`src/rtl/core/sws_pkg.sv`:
```
package sws_pkg;

  localparam logic [7:0] CH_SPACE  = 8'h20;
  localparam logic [7:0] CH_DQUOTE = 8'h22;
  localparam logic [7:0] CH_SQUOTE = 8'h27;
  localparam logic [7:0] CH_BSLASH = 8'h5C;

  localparam logic [1:0] KIND_CHAR = 2'd0;
  localparam logic [1:0] KIND_EOW  = 2'd1;
  localparam logic [1:0] KIND_EOL  = 2'd2;

  typedef struct packed {
    logic [7:0] char_in;
    logic       line_last;
  } sws_in_t;

  typedef struct packed {
    logic [1:0] kind;
    logic [7:0] char_out;
    logic       last_of_run;
  } sws_out_t;

  // Up to three results per byte: a leading char or end of word, a closing
  // end of word, and an end of line.
  typedef struct packed {
    logic       has_first;
    logic       first_eow;
    logic [7:0] first_char;
    logic       has_eow;
    logic       has_eol;
  } sws_plan_t;

  typedef struct packed {
    logic      push;
    sws_plan_t plan;
  } sws_push_t;

endpackage

```
`src/rtl/core/sws_front.sv`:
```
module sws_front (
  input  logic             clk,
  input  logic             rst,
  input  logic             in_valid,
  output logic             in_ready,
  input  sws_pkg::sws_in_t in_data,
  input  logic             queue_full,
  output sws_pkg::sws_push_t push_req
);
  import sws_pkg::*;

  typedef enum logic [2:0] {
    Q_NONE   = 3'b001,
    Q_SINGLE = 3'b010,
    Q_DOUBLE = 3'b100
  } quote_t;

  logic   escape_pending, escape_pending_next;
  logic   word_nonempty, word_nonempty_next;
  quote_t quote_mode, quote_mode_next;

  logic   accept;
  logic   is_bslash, is_sep, is_quote;
  logic   is_sq, is_dq;
  logic   wn_after;
  sws_plan_t plan;

  assign in_ready = !queue_full;
  assign accept   = in_valid && in_ready;

  always_comb begin
    is_sq     = (in_data.char_in == CH_SQUOTE) &&
                (quote_mode == Q_NONE || quote_mode == Q_SINGLE);
    is_dq     = (in_data.char_in == CH_DQUOTE) &&
                (quote_mode == Q_NONE || quote_mode == Q_DOUBLE);
    is_bslash = !escape_pending && (in_data.char_in == CH_BSLASH);
    is_sep    = !escape_pending && (in_data.char_in == CH_SPACE) && (quote_mode == Q_NONE);
    is_quote  = !escape_pending && (is_sq || is_dq);

    escape_pending_next = escape_pending;
    quote_mode_next     = quote_mode;
    wn_after            = word_nonempty;
    plan                = '0;

    if (is_bslash) begin
      escape_pending_next = 1'b1;
    end else if (is_sep) begin
      plan.has_first = word_nonempty;
      plan.first_eow = 1'b1;
      wn_after       = 1'b0;
    end else if (is_quote) begin
      plan.has_first = word_nonempty;
      plan.first_eow = 1'b1;
      wn_after       = 1'b0;
      if (quote_mode == Q_NONE) begin
        quote_mode_next = is_sq ? Q_SINGLE : Q_DOUBLE;
      end else begin
        quote_mode_next = Q_NONE;
      end
    end else begin
      escape_pending_next = 1'b0;
      plan.has_first      = 1'b1;
      plan.first_char     = in_data.char_in;
      wn_after            = 1'b1;
    end

    word_nonempty_next = wn_after;

    // End of line: close the pending word, flag end of line, drop all state.
    if (in_data.line_last) begin
      plan.has_eow        = wn_after;
      plan.has_eol        = 1'b1;
      escape_pending_next = 1'b0;
      quote_mode_next     = Q_NONE;
      word_nonempty_next  = 1'b0;
    end

    push_req.plan = plan;
    push_req.push = accept && (plan.has_first || plan.has_eow || plan.has_eol);
  end

  always_ff @(posedge clk) begin
    if (rst) begin
      escape_pending <= 1'b0;
      quote_mode     <= Q_NONE;
      word_nonempty  <= 1'b0;
    end else if (accept) begin
      escape_pending <= escape_pending_next;
      quote_mode     <= quote_mode_next;
      word_nonempty  <= word_nonempty_next;
    end
  end

endmodule

```
`src/rtl/core/sws_queue.sv`:
```
module sws_queue #(
  parameter int DEPTH = 4
) (
  input  logic                 clk,
  input  logic                 rst,
  input  sws_pkg::sws_push_t   push_req,
  output logic                 full,
  output logic                 nonempty,
  output sws_pkg::sws_plan_t   head,
  input  logic                 pop
);
  import sws_pkg::*;

  localparam int PW = (DEPTH > 1) ? $clog2(DEPTH) : 1;
  localparam int CW = $clog2(DEPTH + 1);
  localparam logic [PW-1:0] LAST_PTR = PW'(DEPTH - 1);
  localparam logic [CW-1:0] FULL_CNT = CW'(DEPTH);

  sws_plan_t     entries [DEPTH];
  logic [PW-1:0] wr_ptr, rd_ptr;
  logic [CW-1:0] count;
  logic          do_push, do_pop;

  assign full     = (count == FULL_CNT);
  assign nonempty = (count != '0);
  assign head     = entries[rd_ptr];
  assign do_push  = push_req.push && !full;
  assign do_pop   = pop && nonempty;

  always_ff @(posedge clk) begin
    if (do_push) begin
      entries[wr_ptr] <= push_req.plan;
    end
  end

  always_ff @(posedge clk) begin
    if (rst) begin
      wr_ptr <= '0;
      rd_ptr <= '0;
      count  <= '0;
    end else begin
      if (do_push) begin
        wr_ptr <= (wr_ptr == LAST_PTR) ? '0 : wr_ptr + 1'b1;
      end
      if (do_pop) begin
        rd_ptr <= (rd_ptr == LAST_PTR) ? '0 : rd_ptr + 1'b1;
      end
      if (do_push && !do_pop) begin
        count <= count + 1'b1;
      end else if (do_pop && !do_push) begin
        count <= count - 1'b1;
      end
    end
  end

endmodule

```
`src/rtl/core/sws_back.sv`:
```
module sws_back (
  input  logic               clk,
  input  logic               rst,
  input  logic               nonempty,
  input  sws_pkg::sws_plan_t head,
  output logic               pop,
  output logic               out_valid,
  input  logic               out_ready,
  output sws_pkg::sws_out_t  out_data
);
  import sws_pkg::*;

  // Slot 0 leading result, slot 1 closing end of word, slot 2 end of line.
  logic [2:0] done, done_next;
  logic [2:0] slots, remaining, pick;
  logic       accept;

  always_comb begin
    slots     = {head.has_eol, head.has_eow, head.has_first};
    remaining = slots & ~done;
    pick      = remaining & (~remaining + 3'd1);

    out_valid = nonempty;
    accept    = out_valid && out_ready;

    out_data = '0;
    if (pick[0]) begin
      out_data.kind     = head.first_eow ? KIND_EOW : KIND_CHAR;
      out_data.char_out = head.first_eow ? 8'd0 : head.first_char;
    end else if (pick[1]) begin
      out_data.kind = KIND_EOW;
    end else begin
      out_data.kind = KIND_EOL;
    end
    out_data.last_of_run = (remaining == pick);

    pop       = accept && (remaining == pick);
    done_next = pop ? 3'b000 : (done | pick);
  end

  always_ff @(posedge clk) begin
    if (rst) begin
      done <= 3'b000;
    end else if (accept) begin
      done <= done_next;
    end
  end

endmodule

```
`src/rtl/core/shell_word_splitter.sv`:
```
// Shell word splitter: bytes in, word characters / end of word / end of line out.
// A taken byte's plan is registered in the plan queue; its first result is
// offered once that plan heads the queue. Throughput: one byte per cycle while
// out_ready holds and no byte gives over one result; a byte with more results
// holds the output, and QUEUE_DEPTH queued plans absorb that before input stalls.
// Reset (rst, synchronous): no quote open, no escape, empty word, queue emptied.
module shell_word_splitter #(
  parameter int QUEUE_DEPTH = 4
) (
  input  logic              clk,
  input  logic              rst,
  input  logic              in_valid,
  output logic              in_ready,
  input  sws_pkg::sws_in_t  in_data,
  output logic              out_valid,
  input  logic              out_ready,
  output sws_pkg::sws_out_t out_data
);
  import sws_pkg::*;

  sws_push_t push_req;
  sws_plan_t head;
  logic      queue_full;
  logic      queue_nonempty;
  logic      pop;

  // Front: classify each byte against escape / quote / word state and turn it
  // into a plan of up to three results. Bytes that give nothing are dropped here.
  sws_front u_front (
    .clk        (clk),
    .rst        (rst),
    .in_valid   (in_valid),
    .in_ready   (in_ready),
    .in_data    (in_data),
    .queue_full (queue_full),
    .push_req   (push_req)
  );

  // Plan queue: decouples the front, one byte a cycle while the queue has room, from the result stream.
  sws_queue #(
    .DEPTH (QUEUE_DEPTH)
  ) u_queue (
    .clk      (clk),
    .rst      (rst),
    .push_req (push_req),
    .full     (queue_full),
    .nonempty (queue_nonempty),
    .head     (head),
    .pop      (pop)
  );

  // Back: walk the head plan one result per handshake and retire it on the last.
  sws_back u_back (
    .clk       (clk),
    .rst       (rst),
    .nonempty  (queue_nonempty),
    .head      (head),
    .pop       (pop),
    .out_valid (out_valid),
    .out_ready (out_ready),
    .out_data  (out_data)
  );

endmodule
```
`config.mk`:
```
export PLATFORM = sky130hd
export DESIGN_NAME = shell_word_splitter
export DESIGN_NICKNAME = d
export VERILOG_FILES = /design/src/rtl/core/sws_pkg.sv /design/src/rtl/core/sws_front.sv /design/src/rtl/core/sws_queue.sv /design/src/rtl/core/sws_back.sv /design/src/rtl/core/shell_word_splitter.sv
export SDC_FILE = /design/constraint.sdc
export NUM_CORES = 1
export LEC_CHECK = 0
export ABC_AREA = 1
export BUFFER_PORTS_ARGS = -buffer_cell sky130_fd_sc_hd__buf_2
export CAP_MARGIN = 20
export CORE_MARGIN = 4
export CORE_UTILIZATION = 55
export CTS_BUF_LIST = sky130_fd_sc_hd__clkbuf_4
export DETAILED_ROUTE_END_ITERATION = 8
export PLACE_DENSITY = 0.77
export SYNTH_ARGS = -nofsm -noshare
export SYNTH_HDL_FRONTEND = slang
export SYNTH_SLANG_ARGS = --single-unit
```
`constraint.sdc`:
```
create_clock -name clk -period 2.2 [get_ports clk]
set_input_delay 0.22 -clock clk [delete_from_list [all_inputs] [get_ports clk]]
set_output_delay 0.22 -clock clk [all_outputs]
set_load 0.01 [all_outputs]
```
==> results.md <==
- CTS tree: built
- Hold Slack: 0.0694 ns
- Reg2Reg Capture Point: u_queue.count[2]
- CTS Sinks: 65
- Synth top area share: 48.8%
- Crit Path Max Fanout: 8
- Reg clk slew, reported paths: 0.10 ns
- N_diodes: 0
- Core area: 5140 µm²
- Power per Cell Area: 1020 nW/µm²
- Max-slew violations: 0
- Grt total ovfl: 0
- Pre-CTS setup slack: -0.230 ns
- List of most frequent post-synthesis cells: nor2_1 (75), edfxtp_1 (48), nand2_1 (41)
- Failing checks: setup timing
- Synth Area per Inst: 9.37 µm²
- NumNets Final: 399
- Synth-to-layout area growth: 21.5%
- DRT Wirelength: 6320 µm
- Fmax: 0.431 GHz
- Hold path endpoint: u_front.escape_pending
- TritonRoute pass-1 iters: 4
- Leak Pwr: 1.53 nW
- Clk_lat worst skew: 0.39 ns
- Critical path endpoint category: flop
- Top Ports: 26
- Fin Setup TNS: -0.179 ns
- Register area share after synthesis: 60.3%
- Inserted Clock Buffers: 9
- Worst hold start: rst
- Fraction of layout cells with a size suffix above 1: 29.2%
- R2R cell count: 16
- Root Buffer: clkbuf_4
- Synth Flop Type: edfxtp_1
- DPL Wire Length: 4320 µm
- Outcome: complete, but fails checks
- Total Power: 3.67 mW
- WS Path Type: reg2reg
- CTS Buffer Depth: 2
- Mapped cell area: 2950 µm²
- H-tree levels: 3
- Final hold viol count: 0
- Period utilisation layout: 105%
- Least-Margin Pin Slew: 0.542 ns
- Largest net degree at the start of global routing: 13
- Drc violations: 0
- Via/cell ratio: 5.16
- Via count: 2338
- Cells after Synth: 315
- Finished Core Util: 69.8%
- Post-synth EDFFs: 48
- Area leader, netlist: edfxtp_1
- Synthesized net count: 335
- Die H: 81.3 µm
- Crit path arrival time: 2.61 ns
- Peak supply drop: 0.419 mV
- Setup slack after layout: -0.118 ns
- RePlAce Congestion: 0.857
- Cts hold-fix bufs: 0
- Antenna Nets Post-Route: 0
- Number of synthesis warnings: 0
- Initial antenna violation count: 0
- First-pass GRT wire length: 10500 µm
- Worst setup SP type: flop
- Hold depth: 2
- Max Cap Viol: 0
- Chip width: 81.3 µm
- Async set or reset register ratio after synthesis: 0%
- DR iter-0 viols: 164
- Final setup violation count: 2
- Hold WC Path Type: in2reg
- Initial core utilization: 57.4%
- GR Util All Layers: 21.2%
- Tmin final: 2.32 ns
- Vias in the first global route: 2355
- RSZ-0062 raised after global routing: true
- Yosys reg bits: 65
- Internal reg-to-reg setup slack: -0.12 ns
- Skew final: 0.0124 ns
- Rows: 26
- Die area: 6600 µm²
- Top post-synthesis cells by area: edfxtp_1 (49%), dfxtp_1 (12%), nor2_1 (9.5%)
- Routed len/inst: 14.0 µm
- Buffers on Ports: 25
- Most common cell in the netlist: nor2_1
- Post-synthesis cell type count: 29
- Relative slew slack: 63.6%
- Worst Path Required: 2.49 ns
sequential cells by signal, summed over array words and instances, names as in the netlist, named ones only:
signal	count
u_front.escape_pending	1
u_back.done	3
u_queue.wr_ptr	2
u_queue.rd_ptr	2
u_queue.entries	48
u_front.word_nonempty	1
u_queue.count	3
u_front.quote_mode	3
cell usage in the layout, fill, tap and decap left out, types with 2 or more instances in the layout:
| cell type | count |
|---|---|
| clkbuf_4 | 11 |
| o21ai_1 | 4 |
| or2_0 | 2 |
| a21oi_2 | 3 |
| nand2_1 | 33 |
| a31oi_1 | 3 |
| dfxtp_1 | 13 |
| edfxtp_1 | 48 |
| a21oi_1 | 16 |
| clkinv_2 | 2 |
| nor3_1 | 5 |
| o21ai_0 | 21 |
| inv_2 | 5 |
| inv_1 | 32 |
| nand4_1 | 2 |
| nand2_2 | 11 |
| dfxtp_4 | 2 |
| nand3_1 | 9 |
| nor2_1 | 75 |
| dfxtp_2 | 2 |
| nand3_2 | 5 |
| ha_1 | 5 |
| buf_4 | 36 |
| buf_2 | 25 |
| o21ai_2 | 2 |
layout make-up:
class / count / area [µm²]
Sequential cell: 65 / 1790
Fill cell: 399 / 1550
Multi-Input combinational cell: 204 / 1060
Timing Repair Buffer: 61 / 395
Inverter: 38 / 148
Tap cell: 70 / 87.6
Clock buffer: 11 / 82.6
Clock inverter: 4 / 21.3
report_power, final:
| group | internal (mW) | leakage, nW | switching, mW |
|---|---|---|---|
| clock | 0.245 | 0.0601 | 0.393 |
| combinational | 0.630 | 0.895 | 0.805 |
| sequential | 1.49 | 0.573 | 0.101 |
worst max path at each step:
stage	startpoint	endpoint	slack [ns]	depth (start not counted)
3_5_place_dp	flop	u_queue.count[2]	-0.23	14
6_report	flop	u_queue.count[2]	-0.12	16
3_3_place_gp	flop	u_queue.count[2]	-0.11	14
5_1_grt	flop	u_queue.count[2]	-0.23	16
2_1_floorplan	flop	u_queue.count[2]	-0.006	16
4_1_cts	flop	u_queue.count[2]	-0.07	16
through the flow:
step	instances	cell area [µm²]
4_1_cts	449	3500
3_5_place_dp	433	3360
5_1_grt	453	3590
3_3_place_gp	433	3360
6_report	453	3590
2_1_floorplan	315	2960
per-layer routing:
metal  GRT usage (%)  wire, µm  up-vias  share of wire [%]
li1                -         -     1169                  -
met1            24.9      2710     1109                 43
met2            37.1      3280       50                 52
met3            6.43       245       10                3.9
met4            6.76        82        0                1.3
met5               0         0        -                  0
worst max-delay path, cell delays in order (launching register included):
cell	delay, ns
dfxtp_4	0.40
clkinv_4	0.08
nand2_2	0.05
nand3_2	0.08
nand2_2	0.07
nor2_4	0.12
inv_2	0.05
or2_0	0.21
and2_4	0.15
nand2_4	0.07
ha_4	0.13
inv_2	0.04
fa_2	0.36
a21oi_2	0.12
o21ai_1	0.09
o21ai_1	0.15
a21oi_1	0.05
what timing repair did:
item                                    4_1_cts  5_1_grt
endpoints found under the setup margin       11       11
endpoints found under the hold margin         0        0
buffers inserted                              1        4
pin swaps                                     0        5
gates resized for setup                       9       22
logic make-up after synthesis:
family,share of synthesized area [%]
AND/OR/NAND/NOR,20.8
flip-flops,60.3
AO/OA/AOI/OAI,8.81
buffers and inverters,6.48
adder cells (fa/ha/maj),3.22
XOR/XNOR,0.297
(Power assumes the default switching activity.)
